`src/rtl/core/ors_pkg.sv`:
```
// ----------------------------------------------------------------------------
// ors_pkg
// Shared types and codes for the 1-Wire search ROM engine.
// ----------------------------------------------------------------------------
package ors_pkg;

    localparam int RomBits  = 64;
    localparam int RomBytes = 8;
    localparam int EndCount = 65;
    localparam int IdxW     = 7;
    localparam int PosW     = 6;

    typedef enum logic [1:0] {
        CMD_FIRST   = 2'd0,
        CMD_NEXT    = 2'd1,
        CMD_VERIFY  = 2'd2,
        CMD_TRIPLET = 2'd3
    } t_ors_cmd;

    typedef enum logic [1:0] {
        ST_CONTINUE  = 2'd0,
        ST_FOUND     = 2'd1,
        ST_NO_DEVICE = 2'd2,
        ST_IDLE      = 2'd3
    } t_ors_status;

    typedef struct packed {
        logic [1:0]  command;
        logic [63:0] target_rom;
        logic        id_bit;
        logic        complement_bit;
    } t_ors_in;

    typedef struct packed {
        logic [1:0]  status;
        logic        write_bit;
        logic [6:0]  bit_index;
        logic [63:0] rom_code;
        logic        done_res;
    } t_ors_out;

    typedef struct packed {
        logic [63:0]     work_rom;
        logic [63:0]     verify_target;
        logic [IdxW-1:0] last_disc;
        logic            last_dev;
        logic [IdxW-1:0] zero_mark;
        logic [IdxW-1:0] bit_cnt;
        logic            searching;
        logic            verifying;
    } t_ors_state;

endpackage

```
`src/rtl/core/ors_step.sv`:
```
// ----------------------------------------------------------------------------
// ors_step
// Decision logic for one item: next search state and the result item.
// ----------------------------------------------------------------------------
module ors_step (
    input  ors_pkg::t_ors_in    i_item,
    input  ors_pkg::t_ors_state i_state,
    output ors_pkg::t_ors_state o_state,
    output ors_pkg::t_ors_out   o_result
);
    import ors_pkg::*;

    t_ors_cmd                cmd;
    t_ors_state              n_state;
    logic [IdxW-1:0]         bit_n;
    logic [IdxW-1:0]         bit_m1;
    logic [PosW-1:0]         pos;
    logic [IdxW:0]           bit_p1;
    logic                    dir;
    logic [RomBits-1:0]      mask;

    assign cmd    = t_ors_cmd'(i_item.command);
    assign bit_n  = i_state.bit_cnt;
    assign bit_m1 = bit_n - IdxW'(1);
    assign pos    = bit_m1[PosW-1:0];
    assign bit_p1 = {1'b0, bit_n} + (IdxW+1)'(1);
    assign mask   = RomBits'(1) << pos;

    always_comb begin
        n_state            = i_state;
        o_result.status    = ST_IDLE;
        o_result.write_bit = 1'b0;
        o_result.bit_index = '0;
        o_result.done_res  = 1'b0;
        dir                = 1'b0;

        case (cmd)
            CMD_FIRST, CMD_NEXT: begin
                if (cmd == CMD_FIRST) begin
                    n_state.last_disc = '0;
                    n_state.last_dev  = 1'b0;
                end
                n_state.verifying = 1'b0;
                n_state.bit_cnt   = IdxW'(1);
                if (n_state.last_dev) begin
                    n_state.searching = 1'b0;
                    o_result.status   = ST_NO_DEVICE;
                    o_result.done_res = 1'b1;
                end else begin
                    n_state.zero_mark = '0;
                    n_state.searching = 1'b1;
                    o_result.status   = ST_CONTINUE;
                end
            end
            CMD_VERIFY: begin
                n_state.last_disc     = IdxW'(RomBits);
                n_state.last_dev      = 1'b0;
                n_state.verify_target = i_item.target_rom;
                n_state.work_rom      = i_item.target_rom;
                n_state.verifying     = 1'b1;
                n_state.bit_cnt       = IdxW'(1);
                n_state.zero_mark     = '0;
                n_state.searching     = 1'b1;
                o_result.status       = ST_CONTINUE;
            end
            CMD_TRIPLET: begin
                if (i_state.searching) begin
                    // Below the last discrepancy repeat the stored bit, at it take 1.
                    if (bit_n < i_state.last_disc) begin
                        dir = i_state.work_rom[pos];
                    end else begin
                        dir = (bit_n == i_state.last_disc);
                    end
                    if (i_item.id_bit && i_item.complement_bit) begin
                        n_state.searching  = 1'b0;
                        n_state.verifying  = 1'b0;
                        n_state.bit_cnt    = IdxW'(1);
                        o_result.status    = ST_NO_DEVICE;
                        o_result.write_bit = 1'b1;
                        o_result.bit_index = bit_n;
                        o_result.done_res  = 1'b1;
                    end else begin
                        if (i_item.id_bit != i_item.complement_bit) begin
                            dir = i_item.id_bit;
                        end else if (!dir) begin
                            n_state.zero_mark = bit_n;
                        end
                        if (dir) begin
                            n_state.work_rom = i_state.work_rom | mask;
                        end else begin
                            n_state.work_rom = i_state.work_rom & ~mask;
                        end
                        o_result.write_bit = dir;
                        if (bit_p1 >= (IdxW+1)'(EndCount)) begin
                            n_state.last_disc = n_state.zero_mark;
                            n_state.last_dev  = (n_state.zero_mark == '0);
                            n_state.searching = 1'b0;
                            n_state.verifying = 1'b0;
                            n_state.bit_cnt   = IdxW'(1);
                            if (i_state.verifying &&
                                (n_state.work_rom != i_state.verify_target)) begin
                                o_result.status = ST_NO_DEVICE;
                            end else begin
                                o_result.status = ST_FOUND;
                            end
                            o_result.bit_index = IdxW'(RomBits);
                            o_result.done_res  = 1'b1;
                        end else begin
                            n_state.bit_cnt    = bit_p1[IdxW-1:0];
                            o_result.status    = ST_CONTINUE;
                            o_result.bit_index = bit_n;
                        end
                    end
                end
            end
            default: begin
                n_state = i_state;
            end
        endcase
        o_result.rom_code = n_state.work_rom;
        o_state           = n_state;
    end

endmodule

```
`src/rtl/core/onewire_rom_search.sv`:
```
// ----------------------------------------------------------------------------
// onewire_rom_search
// 1-Wire search ROM decision engine: direction bits, ROM code and end status.
// ----------------------------------------------------------------------------
//  Channel   Valid         Ready         Item
//  in        i_in_valid    o_in_ready    i_in_item  (command, target, triplet bits)
//  out       o_out_valid   i_out_ready   o_out_item (status, bit, index, ROM, done)
//
// The block takes one item per cycle while the output is not stalled; each
// accepted item passes through the input register and then the result register.
// The search state is updated when an item moves from the input register
// into the result register, so the following item sees it at once.
// Reset (synchronous, active low) clears both stages and the search state.
// A stalled output holds its item; the input register keeps filling while
// the result register is free or is being emptied in the same cycle.
// ----------------------------------------------------------------------------
module onewire_rom_search (
    input  logic              i_clk,
    input  logic              i_rst_n,
    input  logic              i_in_valid,
    output logic              o_in_ready,
    input  ors_pkg::t_ors_in  i_in_item,
    output logic              o_out_valid,
    input  logic              i_out_ready,
    output ors_pkg::t_ors_out o_out_item
);
    import ors_pkg::*;

    // Input stage: holds the accepted item for the decision logic.
    logic       r_in_valid;
    t_ors_in    r_in_item;

    // Result stage.
    logic       r_out_valid;
    t_ors_out   r_out_item;

    // Search state: ROM code, marks, bit counter and mode flags.
    t_ors_state r_state;
    t_ors_state n_state;
    t_ors_out   n_result;

    logic       in_fire;
    logic       step_fire;

    // The decision step runs when the result register can take its result.
    assign step_fire  = r_in_valid && (!r_out_valid || i_out_ready);
    assign in_fire    = i_in_valid && o_in_ready;
    assign o_in_ready = !r_in_valid || step_fire;

    ors_step u_step (
        .i_item   (r_in_item),
        .i_state  (r_state),
        .o_state  (n_state),
        .o_result (n_result)
    );

    always_ff @(posedge i_clk) begin
        if (!i_rst_n) begin
            r_in_valid <= 1'b0;
        end else if (o_in_ready) begin
            r_in_valid <= i_in_valid;
        end
    end

    always_ff @(posedge i_clk) begin
        if (in_fire) begin
            r_in_item <= i_in_item;
        end
    end

    always_ff @(posedge i_clk) begin
        if (!i_rst_n) begin
            r_out_valid <= 1'b0;
        end else if (step_fire) begin
            r_out_valid <= 1'b1;
        end else if (i_out_ready) begin
            r_out_valid <= 1'b0;
        end
    end

    always_ff @(posedge i_clk) begin
        if (step_fire) begin
            r_out_item <= n_result;
        end
    end

    always_ff @(posedge i_clk) begin
        if (!i_rst_n) begin
            r_state.work_rom      <= '0;
            r_state.verify_target <= '0;
            r_state.last_disc     <= '0;
            r_state.last_dev      <= 1'b0;
            r_state.zero_mark     <= '0;
            r_state.bit_cnt       <= IdxW'(1);
            r_state.searching     <= 1'b0;
            r_state.verifying     <= 1'b0;
        end else if (step_fire) begin
            r_state <= n_state;
        end
    end

    assign o_out_valid = r_out_valid;
    assign o_out_item  = r_out_item;

    // While a search runs, the counter names a real ROM bit.
    a_cnt_range: assert property (@(posedge i_clk) disable iff (!i_rst_n)
        r_state.searching |-> (r_state.bit_cnt >= IdxW'(1) &&
                               r_state.bit_cnt <= IdxW'(RomBits)))
        else $error("bit counter out of range during search");

    // A verify is always a kind of search.
    a_verify_search: assert property (@(posedge i_clk) disable iff (!i_rst_n)
        r_state.verifying |-> r_state.searching)
        else $error("verify flag set without a running search");

    // The last device is only flagged when no discrepancy is left.
    a_last_dev: assert property (@(posedge i_clk) disable iff (!i_rst_n)
        r_state.last_dev |-> (r_state.last_disc == '0))
        else $error("last device flag with a pending discrepancy");

    // A continuing result never claims the search has ended.
    a_done_status: assert property (@(posedge i_clk) disable iff (!i_rst_n)
        (r_out_valid && r_out_item.status == ST_CONTINUE) |-> !r_out_item.done_res)
        else $error("done result with continue status");

    // After a step the state counter restarts whenever the result ends a pass.
    a_done_restart: assert property (@(posedge i_clk) disable iff (!i_rst_n)
        (step_fire && n_result.done_res) |=> (!r_state.searching &&
                                              r_state.bit_cnt == IdxW'(1)))
        else $error("finished pass left the search running");

endmodule
```
`config.mk`:
```
export PLATFORM = sky130hd
export DESIGN_NAME = onewire_rom_search
export DESIGN_NICKNAME = d
export VERILOG_FILES = /design/src/rtl/core/ors_pkg.sv /design/src/rtl/core/ors_step.sv /design/src/rtl/core/onewire_rom_search.sv
export SDC_FILE = /design/constraint.sdc
export NUM_CORES = 1
export LEC_CHECK = 0
export BUFFER_PORTS_ARGS = -buffer_cell sky130_fd_sc_hd__buf_2
export CORE_MARGIN = 3
export CORE_UTILIZATION = 40
export DETAILED_ROUTE_END_ITERATION = 6
export PLACE_DENSITY_LB_ADDON = 0.2
export SYNTH_ARGS = -nofsm -noshare
export SYNTH_HDL_FRONTEND = slang
export SYNTH_SLANG_ARGS = --single-unit
```
`constraint.sdc`:
```
create_clock -name i_clk -period 5.02 [get_ports i_clk]
set_input_delay 0.753 -clock i_clk [delete_from_list [all_inputs] [get_ports i_clk]]
set_output_delay 0.753 -clock i_clk [all_outputs]
set_load 0.02 [all_outputs]
```
-- Word level (Yosys, flattened, before mapping)
Index checks and enable logic that the tools add are counted.
- register bits: 297
- output and inout bits: 77
- add/sub/neg operators: 2
- $lt $le $gt $ge: 3
- equality and inequality tests: 12
- shift operators: 1
- mux-type cells: 46
- bitwise operators: 3
- reductions and logical operators: 19
- operators with widths (kind ; count):
    $mux 64 ; 6
    $pmux 64 s2 ; 1
    $pmux 24 s3 ; 1
    $and 64x64->64 ; 1
    $ne 64x64->1 ; 1
    $not 64->64 ; 1
    $or 64x64->64 ; 1
    $shl 1x6->64 const A ; 1
    $mux 7 ; 8
    $mux 24 ; 1
    $mux 8 ; 3
    $mux 10 ; 2
    $mux 1 ; 15
    $mux 15 ; 1
    $mux 9 ; 1
    $add 7x1->8 const B ; 1
    $ge 8x7->1 const B ; 1
    $mux 2 ; 4
    $reduce_and 4->1 ; 2
    $eq 7x7->1 ; 1
    $logic_not 7->1 ; 1
    $lt 6x7->1 const B ; 1
    $lt 7x7->1 ; 1
    $bmux 1 s6 ; 1
    other kinds (18) ; 29

-- Depth between registers and ports, before layout
- depth in word-level cells: 21
- depth in mapped cells: 18

-- Modules after synthesis
A second synthesis with hierarchy kept.
- cells, all modules: 2052
- area total of the unflattened synthesis: 18546.5 um^2
- modules (own cells, without submodules) (module ; instances ; cells each ; area an instance (um^2)):
    onewire_rom_search ; 1 ; 812 ; 10401.2
    ors_step ; 1 ; 1240 ; 8145.3

-- Worst setup path after synthesis
Ideal clock, no wire load.
- kind: register to register
- start point: register r_state[2] in the netlist's numbering
- end point: register r_out_item (netlist bit o_out_item[74]), data pin
- data arrival time: 4.136 ns
- required time: 4.744 ns
- path slack: 0.608 ns
- cell stages (with the launch flop): 17
- period minus slack after synthesis: 4.412 ns
- cell sequence: dfxtp_1 > buf_6 > buf_2 > inv_1 > ha_1 > buf_2 > clkbuf_1 > nor4_1 > o21ai_1 > nor2_1 > mux2_2 > a2111oi_0 > o2111ai_1 > o41ai_1 > nand4_1 > nor4_2 > o31ai_1
- RTL lines (item ; line ; RTL):
    start, declared ; onewire_rom_search.sv:38 ; t_ors_state r_state;
    start signal, assigned ; onewire_rom_search.sv:98 ; r_state <= n_state;
    end signal, assigned ; onewire_rom_search.sv:83 ; r_out_item <= n_result;
    end, declared ; onewire_rom_search.sv:35 ; t_ors_out r_out_item;

==> impl_results.md <==
* Core box area at 0.0402 sq mm
* Critical path type: reg -> reg
* Drc violations at 8
* Global-route wire length before repair at 105000 um
* Synthesized cell area at 0.0165 sq mm
* Combinational power share at 11.9%
* Syn Nets at 1872
* # resized after CTS at 0
* Max cap viols at 0
* Clk root buf: clkbuf_16
* DR top layer: met4
* Most common cell in the netlist: nand2_1
* R2r startpoint: r_state[2]
* Vias in the first global route at 15.1k
* Die ar. at 0.0437 sq mm
* Worst Setup Start Kind: register
* #FFs+latches synth at 297
* # setup viols final at 0
* Sequential share of power at 48.9%
* Postcts setup bufs at 0
* Fraction of registers with async set/reset at 0%
* Top_reg_cell synth: dfxtp_1
* Final wirelength at 72600 um
* Die Width at 209 um
* Die Y at 209 um
* # diodes at 0
* CTS max path bufs at 3
* WL met3 at 5500 um
* Total power at 5670 uW
* Worst skew pair latency at 0.59 ns
* Number of flops mapped to enable cells by yosys at 143
* Pint at 4180 uW
* Initial Util at 41.0%
* H-tree depth at 1
* Cell taking the most area after synthesis: edfxtp_1
* Gr usage total at 32.2%
* RSZ-0062 raised after global routing: no
* Area grow syn2layout at 17.6%
* Remaining antenna violation count after routing at 0
* Worst-Margin Slew at 0.932 ns
* R2r setup slk at 0.25 ns
* Yosys top cell area share at 26.1%
* Initial antenna violation count at 2
* M1 wire length at 32200 um
* Worst Path Required at 5.47 ns
* Post-Syn Area per Cell at 9.23 sq um
* Worst vdd ir at 0.254 mV
* Layout cells sized above 1 at 18.9%
* Min-delay src: i_in_item[26]
* Tcrit/Tclk final at 95.0%
* Synth unique cells at 91
* DP HPWL at 56000 um
* Cts hold-fix bufs at 0
* CP endpoint kind: register
* Routed vias at 15.8k
* Failing checks: design-rule violations
* Switching power at 1500 uW
* Via density at 6.26
* Final Hold Vio Count at 0
* Clock sink count at 297
* Num CTS Buffers at 31
* Total grt overflow at 0
* Seq/Total Area, Yosys at 44.8%
* Met2 Routed Length at 31800 um
* Tmin final at 4.77 ns
* RD Place Congestion at 1.02
* Clk_skew at 0.0115 ns
* Rel. slew slack at 37.9%
* Ranking of synthesized cells by area: edfxtp_1 26%, dfxtp_1 19%, nand2_1 6.9%
* # port buffers at 148
* CTS tree: yes
* Initial DRT Pass Iterations at 7
* Yosys warns at 0
* Final #Nets at 2055
* Cell Rows at 73
* Synth Instances at 1786
* Final-report max-slew violation count at 0
* Critical Path AT at 5.22 ns
* Critical path launch point: r_state[2]
* Status: complete, but fails checks
* Initial drt markers at 1997
* Commonest cells post-synth: 301 x nand2_1, 154 x dfxtp_1, 143 x edfxtp_1
* Worst-path maximum fanout at 30
* P per Cell Area at 293 mW/mm^2
* Maximum clock rate at 0.210 GHz
* Io pins at 149
* Setup tns final at 0 ns
* Clock-pin slew on the worst setup and hold paths at 0.06 ns
* Switching share of power at 26.4%
* Clock share of power at 39.2%
* Static leakage at 0.00761 uW
* Largest net degree at the start of global routing at 84
* Wire per inst at 28.8 um
* Hold Path Class: in -> reg
## power by group through the flow
stage               sequential (uW)  clock, uW  combinational, uW
finish                         2780       2220                674
global route                   2780       2340                725
CTS                            2770       2270                669
detailed placement             2820          0                666
global placement               2820          0                665
floorplan                      2810          0                366
## worst max-delay path, stage by stage (launching register included)
cell	delay, ns
dfxtp_1	0.34
buf_12	0.20
or4_4	0.65
o21ai_2	0.42
o2111ai_1	0.47
a222oi_1	0.54
nand4_1	0.27
a2111oi_2	0.36
o221ai_1	0.21
nor4b_2	0.30
nand4_1	0.16
nor4_2	0.31
buf_4	0.19
o2111a_1	0.19
## layout by cell type (no fill, tap or decap), types with 17 or more instances in the layout
master,Yosys,final
nor2b_1,28,27
o21ai_0,120,120
mux2i_1,33,33
edfxtp_1,143,143
xor2_1,18,18
clkbuf_16,0,32
o211a_1,47,47
nor3_1,36,36
inv_1,68,67
xnor2_1,30,30
a21oi_1,54,54
nor2_1,100,99
nand2_1,301,300
buf_4,3,125
a21boi_0,88,87
a222oi_1,35,35
buf_2,14,147
dfxtp_1,154,154
nand3_1,45,44
nand2b_1,18,17
a22oi_1,34,34
nor3b_1,17,17
## kinds of logic after synthesis
| logic type | count (synthesis) | synth area share (%) |
|---|---|---|
| AO/OA/AOI/OAI | 539 | 24.1 |
| XOR/XNOR | 49 | 2.65 |
| adder cells (fa/ha/maj) | 14 | 1.06 |
| buffers and inverters | 192 | 4.65 |
| flip-flops | 297 | 44.8 |
| multiplexers | 54 | 4.46 |
| AND/OR/NAND/NOR | 641 | 18.3 |
## sequential cells by signal (all words and copies together), names as in the netlist
register / flops
r_in_valid: 1
r_in_item: 68
r_state: 152
o_out_valid: 1
o_out_item: 75
## path summary, 6_finish.rpt
| kind | cells past startpoint | endpoint |
|---|---|---|
| worst min-delay path | 1 | r_in_item[26] |
| worst min register to register | 2 | r_state[33] |
| worst max-delay path | 13 | o_out_item[73] |
| worst max register to register | 13 | o_out_item[73] |
## cell type report
class | count | area, sq um
inverters | 68 | 260
fillers | 3908 | 20800
flip-flops and latches | 297 | 7380
clock inverters | 12 | 88.8
well taps | 525 | 657
clock buffers | 46 | 883
multi-input cells | 1297 | 8390
repair buffers | 274 | 1710
## stage by stage
stage | hold slack, ns | setup WS, ns | cells | util (%) | cell area, sq um
final | 0.339 | 0.250 | 2519 | 48.2 | 19400
after global routing | 0.314 | 0.0135 | 2519 | 48.2 | 19400
after CTS | 0.301 | 0.306 | 2519 | 48.2 | 19400
after detailed placement | 0.474 | 0.306 | 2461 | 45.8 | 18400
after global placement | 0.465 | 0.404 | 2461 | 45.8 | 18400
after floorplan | 0.455 | 0.608 | 1786 | - | 16500
## metal layers
metal	GRT usage [%]	vias up
li1	-	7000
met1	46.4	7814
met2	49.4	808
met3	4.61	136
met4	11.6	0
met5	0	-
Power figures use the tool's default switching activity.
